[src/fmc_pkg.sv]
// fmc_pkg: shared types, register map, section and error codes, char map and crc step
// used by every module of the fsk message framer
// no dependencies
package fmc_pkg;

    // default payload length limit in characters
    localparam int MAX_LEN_DEF = 1024;

    // apb port geometry
    localparam int ADDR_W = 5;
    localparam int DATA_W = 32;

    // crc-8 generator polynomial
    localparam logic [7:0] CRC_POLY = 8'h07;

    // register indexes
    localparam logic [2:0] REG_MODE       = 3'd0;
    localparam logic [2:0] REG_TWO_NOTES  = 3'd1;
    localparam logic [2:0] REG_FOUR_NOTES = 3'd2;
    localparam logic [2:0] REG_SYM_TICKS  = 3'd3;
    localparam logic [2:0] REG_REST_TICKS = 3'd4;
    localparam logic [2:0] REG_REST_NOTE  = 3'd5;
    localparam logic [2:0] REG_START_MARK = 3'd6;
    localparam logic [2:0] REG_END_MARK   = 3'd7;

    // section codes
    localparam logic [1:0] SECT_START   = 2'd0;
    localparam logic [1:0] SECT_PAYLOAD = 2'd1;
    localparam logic [1:0] SECT_CRC     = 2'd2;
    localparam logic [1:0] SECT_END     = 2'd3;

    // error codes
    localparam logic [1:0] ERR_NONE    = 2'd0;
    localparam logic [1:0] ERR_BADCHAR = 2'd1;
    localparam logic [1:0] ERR_TOOLONG = 2'd2;

    // sequencer states
    typedef enum logic [3:0] {
        ST_IDLE = 4'b0001,
        ST_LOAD = 4'b0010,
        ST_EMIT = 4'b0100,
        ST_ERR  = 4'b1000
    } fmc_state_t;

    // input word
    typedef struct packed {
        logic [7:0] character;
        logic       end_of_message;
    } fmc_in_t;

    // output word
    typedef struct packed {
        logic [7:0] note_out;
        logic [6:0] note_ticks;
        logic [7:0] pause_note;
        logic [6:0] pause_ticks;
        logic [1:0] symbol_value;
        logic [1:0] section;
        logic [1:0] error_code;
        logic       last_of_run;
    } fmc_out_t;

    // configuration registers
    typedef struct packed {
        logic        mode_four_tone;
        logic [15:0] two_tone_notes;
        logic [31:0] four_tone_notes;
        logic [6:0]  symbol_ticks;
        logic [6:0]  rest_ticks;
        logic [7:0]  rest_note;
        logic [5:0]  start_marker;
        logic [5:0]  end_marker;
    } fmc_cfg_t;

    // control from sequencer to the shift unit
    typedef struct packed {
        logic load;
        logic shift;
        logic crc_clear;
        logic crc_en;
        logic four_tone;
    } fmc_shift_ctrl_t;

    // status from the shift unit
    typedef struct packed {
        logic [1:0] symbol;
        logic       seg_last;
    } fmc_shift_stat_t;

    // char to 6-bit code, msb is the valid flag
    function automatic logic [6:0] map_char(input logic [7:0] c);
        logic [7:0] lc;
        logic [6:0] res;
        lc  = c;
        res = 7'd0;
        if (c >= 8'h41 && c <= 8'h5A)
        begin
            lc = c + 8'h20;
        end
        if (lc >= 8'h61 && lc <= 8'h7A)
        begin
            res = {1'b1, 6'(lc - 8'h61)};
        end
        else if (lc >= 8'h30 && lc <= 8'h39)
        begin
            res = {1'b1, 6'(lc - 8'h30 + 8'd26)};
        end
        else
        begin
            unique case (lc)
                8'h20:   res = {1'b1, 6'd36};
                8'h2C:   res = {1'b1, 6'd37};
                8'h3A:   res = {1'b1, 6'd38};
                8'h27:   res = {1'b1, 6'd39};
                8'h22:   res = {1'b1, 6'd40};
                8'h0A:   res = {1'b1, 6'd41};
                default: res = 7'd0;
            endcase
        end
        return res;
    endfunction

    // one msb-first crc step
    function automatic logic [7:0] crc_step(input logic [7:0] crc, input logic din);
        logic [7:0] nxt;
        nxt = {crc[6:0], 1'b0};
        if (crc[7] ^ din)
        begin
            nxt = nxt ^ CRC_POLY;
        end
        return nxt;
    endfunction

endpackage

[src/fsk_message_framer_crc8_unit.sv]
// fsk_message_framer_crc8_unit: top level of the fsk message framer with crc-8
// depends on fmc_pkg, fmc_regs, fmc_shift_unit
//
// Takes one message character per input word and sends tone symbols, one output word per
// symbol: start marker before the first character, the character code, and after the last
// character the crc-8 and the end marker. Bad characters or overlong messages give one
// error word, then input is dropped up to the end of the message. After a character is
// taken, a small sequencer drives one shared shift unit: each code segment is loaded in the
// load state and then sent one symbol per output word, 6 in 2FSK or 3 in 4FSK for a code and
// 8 or 4 for the crc, while the input stalls. The output register lets the next character
// be taken while the last word still waits.
module fsk_message_framer_crc8_unit #(
    parameter int MAX_LEN = fmc_pkg::MAX_LEN_DEF
) (
    input  logic                        clk,
    input  logic                        rst_n,
    input  logic                        psel,
    input  logic                        penable,
    input  logic                        pwrite,
    input  logic [fmc_pkg::ADDR_W-1:0]  paddr,
    input  logic [fmc_pkg::DATA_W-1:0]  pwdata,
    output logic [fmc_pkg::DATA_W-1:0]  prdata,
    output logic                        pready,
    input  logic                        char_valid,
    output logic                        char_stall,
    input  fmc_pkg::fmc_in_t            char_word,
    output logic                        sym_valid,
    input  logic                        sym_stall,
    output fmc_pkg::fmc_out_t           sym_word
);

    localparam int CNT_W = $clog2(MAX_LEN + 1);

    fmc_pkg::fmc_cfg_t        cfg;
    fmc_pkg::fmc_shift_ctrl_t sh_ctrl;
    fmc_pkg::fmc_shift_stat_t sh_stat;
    logic [7:0]               crc;

    fmc_pkg::fmc_state_t state_reg, state_next;
    logic                in_msg_reg, in_msg_next;
    logic                abort_reg, abort_next;
    logic [CNT_W-1:0]    count_reg, count_next;
    logic [1:0]          sect_reg, sect_next;
    logic [1:0]          err_reg, err_next;
    logic [5:0]          code_reg, code_next;
    logic                eom_reg, eom_next;
    logic                sym_valid_reg, sym_valid_next;
    fmc_pkg::fmc_out_t   sym_word_reg, sym_word_next;

    logic       accept;
    logic       out_free;
    logic [6:0] mapped;
    logic       final_seg;
    logic [7:0] load_value;
    logic [3:0] load_bits;
    logic [7:0] note;

    fmc_regs u_regs (
        .clk     (clk),
        .rst_n   (rst_n),
        .psel    (psel),
        .penable (penable),
        .pwrite  (pwrite),
        .paddr   (paddr),
        .pwdata  (pwdata),
        .prdata  (prdata),
        .pready  (pready),
        .cfg     (cfg)
    );

    fmc_shift_unit u_shift (
        .clk        (clk),
        .rst_n      (rst_n),
        .ctrl       (sh_ctrl),
        .load_value (load_value),
        .load_bits  (load_bits),
        .stat       (sh_stat),
        .crc        (crc)
    );

    assign char_stall = (state_reg != fmc_pkg::ST_IDLE);
    assign accept     = char_valid && !char_stall;
    assign out_free   = !sym_valid_reg || !sym_stall;
    assign mapped     = fmc_pkg::map_char(char_word.character);
    assign sym_valid  = sym_valid_reg;
    assign sym_word   = sym_word_reg;
    assign final_seg  = (sect_reg == fmc_pkg::SECT_END)
                     || (sect_reg == fmc_pkg::SECT_PAYLOAD && !eom_reg);

    // segment source select
    always_comb
    begin
        load_bits = 4'd6;
        unique case (sect_reg)
            fmc_pkg::SECT_START:   load_value = {cfg.start_marker, 2'b00};
            fmc_pkg::SECT_PAYLOAD: load_value = {code_reg, 2'b00};
            fmc_pkg::SECT_CRC:
            begin
                load_value = crc;
                load_bits  = 4'd8;
            end
            fmc_pkg::SECT_END:     load_value = {cfg.end_marker, 2'b00};
            default:               load_value = 8'd0;
        endcase
    end

    // tone note lookup
    always_comb
    begin
        if (cfg.mode_four_tone)
        begin
            unique case (sh_stat.symbol)
                2'd0:    note = cfg.four_tone_notes[7:0];
                2'd1:    note = cfg.four_tone_notes[15:8];
                2'd2:    note = cfg.four_tone_notes[23:16];
                2'd3:    note = cfg.four_tone_notes[31:24];
                default: note = 8'd0;
            endcase
        end
        else
        begin
            note = sh_stat.symbol[0] ? cfg.two_tone_notes[15:8] : cfg.two_tone_notes[7:0];
        end
    end

    // sequencer
    always_comb
    begin
        state_next     = state_reg;
        in_msg_next    = in_msg_reg;
        abort_next     = abort_reg;
        count_next     = count_reg;
        sect_next      = sect_reg;
        err_next       = err_reg;
        code_next      = code_reg;
        eom_next       = eom_reg;
        sym_valid_next = out_free ? 1'b0 : sym_valid_reg;
        sym_word_next  = sym_word_reg;

        sh_ctrl           = '0;
        sh_ctrl.four_tone = cfg.mode_four_tone;

        unique case (state_reg)
            fmc_pkg::ST_IDLE:
            begin
                if (accept)
                begin
                    eom_next = char_word.end_of_message;
                    if (abort_reg)
                    begin
                        // drop until end of message
                        if (char_word.end_of_message)
                        begin
                            in_msg_next = 1'b0;
                            abort_next  = 1'b0;
                            count_next  = '0;
                        end
                    end
                    else if (count_reg >= CNT_W'(MAX_LEN))
                    begin
                        err_next   = fmc_pkg::ERR_TOOLONG;
                        state_next = fmc_pkg::ST_ERR;
                    end
                    else if (!mapped[6])
                    begin
                        err_next   = fmc_pkg::ERR_BADCHAR;
                        state_next = fmc_pkg::ST_ERR;
                    end
                    else
                    begin
                        code_next   = mapped[5:0];
                        count_next  = count_reg + 1'b1;
                        in_msg_next = 1'b1;
                        if (!in_msg_reg)
                        begin
                            sect_next         = fmc_pkg::SECT_START;
                            sh_ctrl.crc_clear = 1'b1;
                        end
                        else
                        begin
                            sect_next = fmc_pkg::SECT_PAYLOAD;
                        end
                        state_next = fmc_pkg::ST_LOAD;
                    end
                end
            end

            fmc_pkg::ST_ERR:
            begin
                if (out_free)
                begin
                    sym_valid_next             = 1'b1;
                    sym_word_next              = '0;
                    sym_word_next.error_code   = err_reg;
                    sym_word_next.last_of_run  = 1'b1;
                    if (eom_reg)
                    begin
                        in_msg_next = 1'b0;
                        abort_next  = 1'b0;
                        count_next  = '0;
                    end
                    else
                    begin
                        in_msg_next = 1'b1;
                        abort_next  = 1'b1;
                    end
                    state_next = fmc_pkg::ST_IDLE;
                end
            end

            fmc_pkg::ST_LOAD:
            begin
                sh_ctrl.load = 1'b1;
                state_next   = fmc_pkg::ST_EMIT;
            end

            fmc_pkg::ST_EMIT:
            begin
                if (out_free)
                begin
                    sh_ctrl.shift  = 1'b1;
                    sh_ctrl.crc_en = (sect_reg == fmc_pkg::SECT_PAYLOAD);
                    sym_valid_next = 1'b1;
                    sym_word_next.note_out     = note;
                    sym_word_next.note_ticks   = cfg.symbol_ticks;
                    sym_word_next.pause_note   = cfg.rest_note;
                    sym_word_next.pause_ticks  = cfg.rest_ticks;
                    sym_word_next.symbol_value = sh_stat.symbol;
                    sym_word_next.section      = sect_reg;
                    sym_word_next.error_code   = fmc_pkg::ERR_NONE;
                    sym_word_next.last_of_run  = sh_stat.seg_last && final_seg;
                    if (sh_stat.seg_last)
                    begin
                        if (final_seg)
                        begin
                            state_next = fmc_pkg::ST_IDLE;
                            if (sect_reg == fmc_pkg::SECT_END)
                            begin
                                in_msg_next = 1'b0;
                                count_next  = '0;
                            end
                        end
                        else
                        begin
                            sect_next  = sect_reg + 2'd1;
                            state_next = fmc_pkg::ST_LOAD;
                        end
                    end
                end
            end

            default:
            begin
                state_next = fmc_pkg::ST_IDLE;
            end
        endcase
    end

    always_ff @(posedge clk or negedge rst_n)
    begin
        if (!rst_n)
        begin
            state_reg     <= fmc_pkg::ST_IDLE;
            in_msg_reg    <= 1'b0;
            abort_reg     <= 1'b0;
            count_reg     <= '0;
            sym_valid_reg <= 1'b0;
        end
        else
        begin
            state_reg     <= state_next;
            in_msg_reg    <= in_msg_next;
            abort_reg     <= abort_next;
            count_reg     <= count_next;
            sym_valid_reg <= sym_valid_next;
        end
    end

    // payload registers
    always_ff @(posedge clk)
    begin
        sect_reg     <= sect_next;
        err_reg      <= err_next;
        code_reg     <= code_next;
        eom_reg      <= eom_next;
        sym_word_reg <= sym_word_next;
    end

endmodule

[src/fmc_regs.sv]
// fmc_regs: apb configuration register file of the fsk message framer
// depends on fmc_pkg
module fmc_regs (
    input  logic                        clk,
    input  logic                        rst_n,
    input  logic                        psel,
    input  logic                        penable,
    input  logic                        pwrite,
    input  logic [fmc_pkg::ADDR_W-1:0]  paddr,
    input  logic [fmc_pkg::DATA_W-1:0]  pwdata,
    output logic [fmc_pkg::DATA_W-1:0]  prdata,
    output logic                        pready,
    output fmc_pkg::fmc_cfg_t           cfg
);

    fmc_pkg::fmc_cfg_t cfg_reg;
    fmc_pkg::fmc_cfg_t cfg_next;
    logic [2:0]        idx;
    logic              wr_en;

    assign idx    = paddr[fmc_pkg::ADDR_W-1:2];
    assign wr_en  = psel && penable && pwrite;
    assign pready = 1'b1;
    assign cfg    = cfg_reg;

    // register write decode
    always_comb
    begin
        cfg_next = cfg_reg;
        if (wr_en)
        begin
            unique case (idx)
                fmc_pkg::REG_MODE:       cfg_next.mode_four_tone  = pwdata[0];
                fmc_pkg::REG_TWO_NOTES:  cfg_next.two_tone_notes  = pwdata[15:0];
                fmc_pkg::REG_FOUR_NOTES: cfg_next.four_tone_notes = pwdata[31:0];
                fmc_pkg::REG_SYM_TICKS:  cfg_next.symbol_ticks    = pwdata[6:0];
                fmc_pkg::REG_REST_TICKS: cfg_next.rest_ticks      = pwdata[6:0];
                fmc_pkg::REG_REST_NOTE:  cfg_next.rest_note       = pwdata[7:0];
                fmc_pkg::REG_START_MARK: cfg_next.start_marker    = pwdata[5:0];
                fmc_pkg::REG_END_MARK:   cfg_next.end_marker      = pwdata[5:0];
                default:                 cfg_next = cfg_reg;
            endcase
        end
    end

    always_ff @(posedge clk or negedge rst_n)
    begin
        if (!rst_n)
        begin
            cfg_reg              <= '0;
            cfg_reg.symbol_ticks <= 7'd1;
            cfg_reg.rest_ticks   <= 7'd1;
        end
        else
        begin
            cfg_reg <= cfg_next;
        end
    end

    // read mux
    always_comb
    begin
        unique case (idx)
            fmc_pkg::REG_MODE:       prdata = {31'd0, cfg_reg.mode_four_tone};
            fmc_pkg::REG_TWO_NOTES:  prdata = {16'd0, cfg_reg.two_tone_notes};
            fmc_pkg::REG_FOUR_NOTES: prdata = cfg_reg.four_tone_notes;
            fmc_pkg::REG_SYM_TICKS:  prdata = {25'd0, cfg_reg.symbol_ticks};
            fmc_pkg::REG_REST_TICKS: prdata = {25'd0, cfg_reg.rest_ticks};
            fmc_pkg::REG_REST_NOTE:  prdata = {24'd0, cfg_reg.rest_note};
            fmc_pkg::REG_START_MARK: prdata = {26'd0, cfg_reg.start_marker};
            fmc_pkg::REG_END_MARK:   prdata = {26'd0, cfg_reg.end_marker};
            default:                 prdata = '0;
        endcase
    end

endmodule

[src/fmc_shift_unit.sv]
// fmc_shift_unit: shared segment shifter that slices codes into symbols and runs the crc
// depends on fmc_pkg
module fmc_shift_unit (
    input  logic                     clk,
    input  logic                     rst_n,
    input  fmc_pkg::fmc_shift_ctrl_t ctrl,
    input  logic [7:0]               load_value,
    input  logic [3:0]               load_bits,
    output fmc_pkg::fmc_shift_stat_t stat,
    output logic [7:0]               crc
);

    logic [7:0] seg_reg;
    logic [7:0] seg_next;
    logic [3:0] bits_reg;
    logic [3:0] bits_next;
    logic [7:0] crc_reg;
    logic [7:0] crc_next;
    logic [7:0] crc_one;
    logic [3:0] step;

    assign step          = ctrl.four_tone ? 4'd2 : 4'd1;
    assign stat.symbol   = ctrl.four_tone ? seg_reg[7:6] : {1'b0, seg_reg[7]};
    assign stat.seg_last = (bits_reg == step);
    assign crc           = crc_reg;

    // segment load and shift
    always_comb
    begin
        seg_next  = seg_reg;
        bits_next = bits_reg;
        if (ctrl.load)
        begin
            seg_next  = load_value;
            bits_next = load_bits;
        end
        else if (ctrl.shift)
        begin
            seg_next  = ctrl.four_tone ? {seg_reg[5:0], 2'b00} : {seg_reg[6:0], 1'b0};
            bits_next = bits_reg - step;
        end
    end

    // crc over the bits shifted out
    always_comb
    begin
        crc_one  = fmc_pkg::crc_step(crc_reg, seg_reg[7]);
        crc_next = crc_reg;
        if (ctrl.crc_clear)
        begin
            crc_next = 8'd0;
        end
        else if (ctrl.crc_en)
        begin
            crc_next = ctrl.four_tone ? fmc_pkg::crc_step(crc_one, seg_reg[6]) : crc_one;
        end
    end

    always_ff @(posedge clk or negedge rst_n)
    begin
        if (!rst_n)
        begin
            bits_reg <= 4'd0;
            crc_reg  <= 8'd0;
        end
        else
        begin
            bits_reg <= bits_next;
            crc_reg  <= crc_next;
        end
    end

    always_ff @(posedge clk)
    begin
        seg_reg <= seg_next;
    end

endmodule

[config.mk]
export PLATFORM = sky130hd
export DESIGN_NAME = fsk_message_framer_crc8_unit
export DESIGN_NICKNAME = d
export VERILOG_FILES = /design/src/fmc_pkg.sv /design/src/fsk_message_framer_crc8_unit.sv /design/src/fmc_regs.sv /design/src/fmc_shift_unit.sv
export SDC_FILE = /design/constraint.sdc
export NUM_CORES = 1
export LEC_CHECK = 0
export BUFFER_PORTS_ARGS = -buffer_cell sky130_fd_sc_hd__buf_2
export CORE_ASPECT_RATIO = 2
export CORE_UTILIZATION = 43
export CTS_BUF_LIST = sky130_fd_sc_hd__clkbuf_16
export DETAILED_ROUTE_END_ITERATION = 8
export PLACE_DENSITY_LB_ADDON = 0.2
export RECOVER_POWER = 100
export SYNTH_ARGS = -nofsm -noshare
export SYNTH_HDL_FRONTEND = slang
export SYNTH_SLANG_ARGS = --single-unit
[constraint.sdc]
create_clock -name clk -period 3.5 [get_ports clk]
set_clock_uncertainty 0.1 [all_clocks]
set_input_delay 1.05 -clock clk [delete_from_list [all_inputs] [get_ports clk]]
set_output_delay 1.05 -clock clk [all_outputs]
set_load 0.05 [all_outputs]
---- Word-level counts from Yosys, hierarchy flattened ----
Index checks and enable logic that the tools add are counted.
storage, ports and cells
  bits in registers ....................... 169
  bits of input ports ..................... 53
  output and inout bits ................... 72
  word-level logic and storage cells ...... 215
cells by class
  add/subtract/negate cells ............... 7
  order comparisons ....................... 7
  equality and inequality tests ........... 40
  muxes and demuxes ....................... 86
  bitwise logic cells ..................... 6
  reduce and logical (&&, ||, !) cells .... 41
operators by type and width
  cell                                                             number
  case mux 32 bit (8 select lines)                                 1
  2-to-1 mux 11 bit                                                11
  2-to-1 mux 37 bit                                                2
  case mux 37 bit (2 select lines)                                 1
  2-to-1 mux 8 bit                                                 9
  case mux 8 bit (4 select lines)                                  2
  case mux 7 bit (6 select lines)                                  1
  equality test 8 x 6 -> 1 bit (second input constant)             5
  2-to-1 mux 4 bit                                                 10
  case mux 11 bit (3 select lines)                                 1
  2-to-1 mux 1 bit                                                 29
  2-to-1 mux 2 bit                                                 11
  != test 2 bit (second input constant)                            11
  AND reduction 2 bit                                              9
  >= comparator 8 x 7 -> 1 bit (second input constant)             2
  less-or-equal comparator 8 x 7 -> 1 bit (second input constant)  2
  case mux 4 bit (4 select lines)                                  1
  2-to-1 mux 7 bit                                                 2
  equality test 3 bit (second input constant)                      4
  subtractor 6 bit (second input constant)                         2
  adder 11 x 1 -> 11 bit (second input constant)                   1
  >= comparator 11 bit (second input constant)                     1
  AND reduction 11 bit                                             1
  AND reduction 10 bit                                             1
  other kinds (38)                                                 67

---- Depth between registers and ports, before layout ----
  word-level depth ........................ 13
  gate-level depth with buffers ........... 12
  mapped depth without buffers ............ 9

---- By module ----
A second synthesis with hierarchy kept.
second synthesis, totals
  cells, all modules ...................... 778
  area, all modules ....................... 9,049.9 µm²
by module, submodules not included
  module                        instances  cells an instance  area an instance (µm²)  seq. area each (µm²)
  fsk_message_framer_crc8_unit  1          395                4,083.9                 1,893.1
  fmc_regs                      1          275                3,812.4                 2,079.5
  fmc_shift_unit                1          108                1,153.6                 540.5

---- Least setup slack after synthesis ----
Ideal clock, no wire load.
  path kind ............................... input to output
  start point ............................. input port paddr[4] (netlist bit)
  end point ............................... output port prdata[6] (netlist bit)
  arrival ................................. 3.253 ns
  required time ........................... 2.350 ns
  path slack .............................. -0.903 ns
  cell stages on the path ................. 7
  buffers on the path ..................... 3
  cells stage by stage .................... clkbuf_1 -> buf_1 -> clkbuf_1 -> nand2_1 -> nor2_1 -> a21oi_1 -> o21ai_0
on the way
  longest elaborated chain between the ends .. 2
  elaborated cells between the ends (all ways) .. 9
  classes of those cells .................. eq/ne: 7; mux: 1; reduce/logical: 1
RTL lines
  what                                               RTL line                            source
  start, declared                                    fsk_message_framer_crc8_unit.sv:20  input logic [fmc_pkg::ADDR_W-1:0] paddr,
  equality test 3 bit, or another cell as far along  fmc_regs.sv:63                      unique case (idx)
  case mux 32 bit (8 select lines) *                 fmc_regs.sv:63
  end, declared                                      fsk_message_framer_crc8_unit.sv:22  output logic [fmc_pkg::DATA_W-1:0] prdata,
Every way passes the cells marked *; elsewhere a longest branch is shown, timed or not.

---- Worst setup path in the final report ----
  start point ............................. input port paddr[4] (netlist bit)
  end point ............................... output port prdata[27] (netlist bit)
Same word-level chain as after synthesis.

==> reports/qor.csv <==
stage,metric,value,unit
floorplan,FP Rows,74,
clock_tree,Longest Clk Path Bufs,2,
routing,routed len/inst,19.6,um
yosys,number of synthesis warnings,0,
sta,Fin. Hold Viols,0,
final_layout,Final Util,52.1,%
run_status,failing checks,"max-capacitance violations, max-slew violations",
clock_tree,Worst-Skew Late Latency,0.43,ns
final_layout,fraction of layout cells with a size suffix above 1,29.1,%
setup_path,CP arrival,2.30,ns
power_and_ir_drop,LEAKAGE,0.00452,uW
sta,min cycle time layout,3.45,ns
final_layout,Final #Nets,987,
global_route,gr usage total,23.0,%
setup_path,Worst R2R Path Depth,10,
sta,Final Slew Violations,32,
floorplan,die area,21200,um2
sta,maximum clock rate,290,MHz
sta,Worst Max-Slew Pin Slew,1.93,ns
routing,via count,6610,
yosys,Synth Register Bits,169,
routing,Routed WL,23500,um
power_and_ir_drop,total power,6620,uW
yosys,sequential area share after synthesis,50.9,%
floorplan,Initial Utilization,43.7,%
clock_tree,Root Driver,clkbuf_16,
power_and_ir_drop,VDD IR-drop max,401,uV
clock_tree,"Setup Fix Bufs, Post-CTS",0,
place,Final Wtd Congestion,0.876,
global_route,first-pass GRT wire length,36800,um
clock_tree,CTS buffer count,17,
yosys,Synth cell types,66,
sta,relative max-transition margin,-28.5,%
place,Buffers on Ports,121,
yosys,synthesized area per cell,11.4,um2
yosys,Syn Nets,850,
clock_tree,CTS tree,yes,
clock_tree,clock sink count,169,
yosys,Syn Std Cell Area,8860,um2
global_route,vias in the first global route,6719,
final_layout,Largest register FFs,83,
floorplan,Die Y,205,um
floorplan,core area,20300,um2
setup_path,startpoint types,input port,
routing,Starting DRT DRC Count,237,
routing,DR vias/cell,5.51,
worst_hold_path,HP Class,register to register,
final_layout,"commonest non-fill, non-tap cell in the layout",dfrtp_1,
setup_path,critical path class,input port to output pin,
sta,final hold slack,0.403,ns
setup_path,Critical Path End,prdata[27],
final_layout,Final Instance Area,10600,um2
routing,Initial DRT Pass Iterations,4,
place,placed cell area,10100,um2
clock_tree,htree depth,4,
yosys,Syn Inst Count,779,
yosys,fraction of registers with async set/reset,66.9,%
global_route,antenna violations before repair,3,
final_layout,Area growth syn-to-layout,19.1,%
sta,TNS Setup,0,ns
global_route,total grt overflow,0,
run_status,status,finished with violations,
sta,count of final setup violators,0,
routing,Post-route DRC,0,
setup_path,reg-to-reg startpoint,u_regs.cfg[82],
yosys,top_reg_cell synth,dfrtp_1,
clock_tree,Clock transition at path regs,0.06,ns
power_and_ir_drop,P per Cell Area,627,nW/um2
final_layout,most frequent cells in the layout,"110 x dfrtp_1, 83 x mux2_2, 59 x nor2_1",
setup_path,Reg2Reg Setup Slack,0.31,ns
sta,fin crit share,98.7,%
setup_path,worst setup path start,paddr[4],
place,HPWL Detailed,17700,um
setup_path,CP required,2.35,ns
run,Max-Cap Viols,1,
routing,"antenna viol nets, final",0,
setup_path,Worst R2R End,count_reg[4],
floorplan,die width,104,um
floorplan,Top Ports,125,
global_route,largest net degree at the start of global routing,45,
setup_path,Critical Path End Type,output pin,
setup_path,peak fanout along the critical path,15,
sta,RSZ-0062 raised after global routing,no,
yosys,"EDFF count, synth",56,
[how the worst min path moves through the flow]
stage	endpoint	depth (start not counted)	start
final	count_reg[3]	1	count_reg[3]
after global routing	count_reg[3]	1	count_reg[3]
after CTS	count_reg[5]	1	count_reg[5]
after detailed placement	count_reg[5]	1	count_reg[5]
after global placement	count_reg[6]	1	count_reg[6]
after floorplan	count_reg[5]	1	count_reg[5]
[layout make-up]
type / count / area (um2)
sequential: 169 / 4510
clock buffer: 17 / 425
inverter: 28 / 109
fill: 1906 / 9720
clock inverter: 15 / 176
antenna: 4 / 10.0
timing repair buffer: 165 / 872
multi-input combinational: 535 / 4120
tap: 266 / 333
[stage by stage]
stage | std cells | worst slack, ns
floorplan | 779 | -0.0419
global placement | 1163 | -0.00706
detailed placement | 1163 | -0.0405
CTS | 1195 | 0.0246
global route | 1198 | 0.00442
finish | 1199 | 0.0460
[cells by family (layout without fill, tap and decap cells)]
logic type      count (synthesis)  count (layout)  synth area share [%]
compound gates                145             145                  11.5
buf+inv                        75             225                  3.51
xor+xnor                       10              10                 0.988
flops                         169             169                  50.9
other cells                     1               5                0.0423
simple gates                  231             231                  13.0
mux                           130             130                  17.4
fa+ha+maj                      18              18                  2.63
[routing by layer]
layer	global-route usage [%]	up-vias	wire [um]
met5	0	-	0
li1	-	3116	-
met3	3.72	51	648
met4	11.8	0	989
met1	22.5	3281	8150
met2	45.7	162	13700
[what timing repair did]
item / 4_1_cts / 5_1_grt
hold buffers: 0 / 0
endpoints found under the setup margin: 0 / 6
resized for setup: 0 / 3
[cells in the mapped netlist (4+ instances only)]
master,instances,area (um2)
a222oi_1,6,60.1
xor2_1,4,35.0
a21oi_1,22,110
nor2b_1,9,56.3
ha_1,17,213
nor2_1,67,251
clkbuf_1,35,131
and2_1,27,169
inv_1,28,105
mux2_2,83,935
a22oi_1,12,90.1
nor3_1,4,20.0
edfxtp_1,56,1680
xnor2_1,6,52.6
buf_1,4,15.0
a211oi_1,18,135
mux4_2,11,248
and3_1,23,144
o21ai_1,9,45.0
nand2_1,59,221
a31oi_1,5,31.3
dfrtp_1,110,2750
o21a_1,5,37.5
nand3_1,15,75.1
nand2b_1,6,37.5
mux2i_1,36,360
o21ai_0,38,190
[worst max-delay path: stages]
cell	delay, ns
buf_2	0.15
buf_12	0.16
clkinvlp_4	0.15
clkbuf_2	0.28
and3_1	0.24
buf_2	0.27
[power by group]
group	internal (uW)	switching (uW)	leakage [uW]	total [uW]
Sequential	2450	347	0.00196	2790
Combinational	741	1160	0.00227	1900
Clock	1120	804	0.000290	1930
Total	4310	2310	0.00452	6620
No activity file was read; power rests on OpenSTA's default activity.
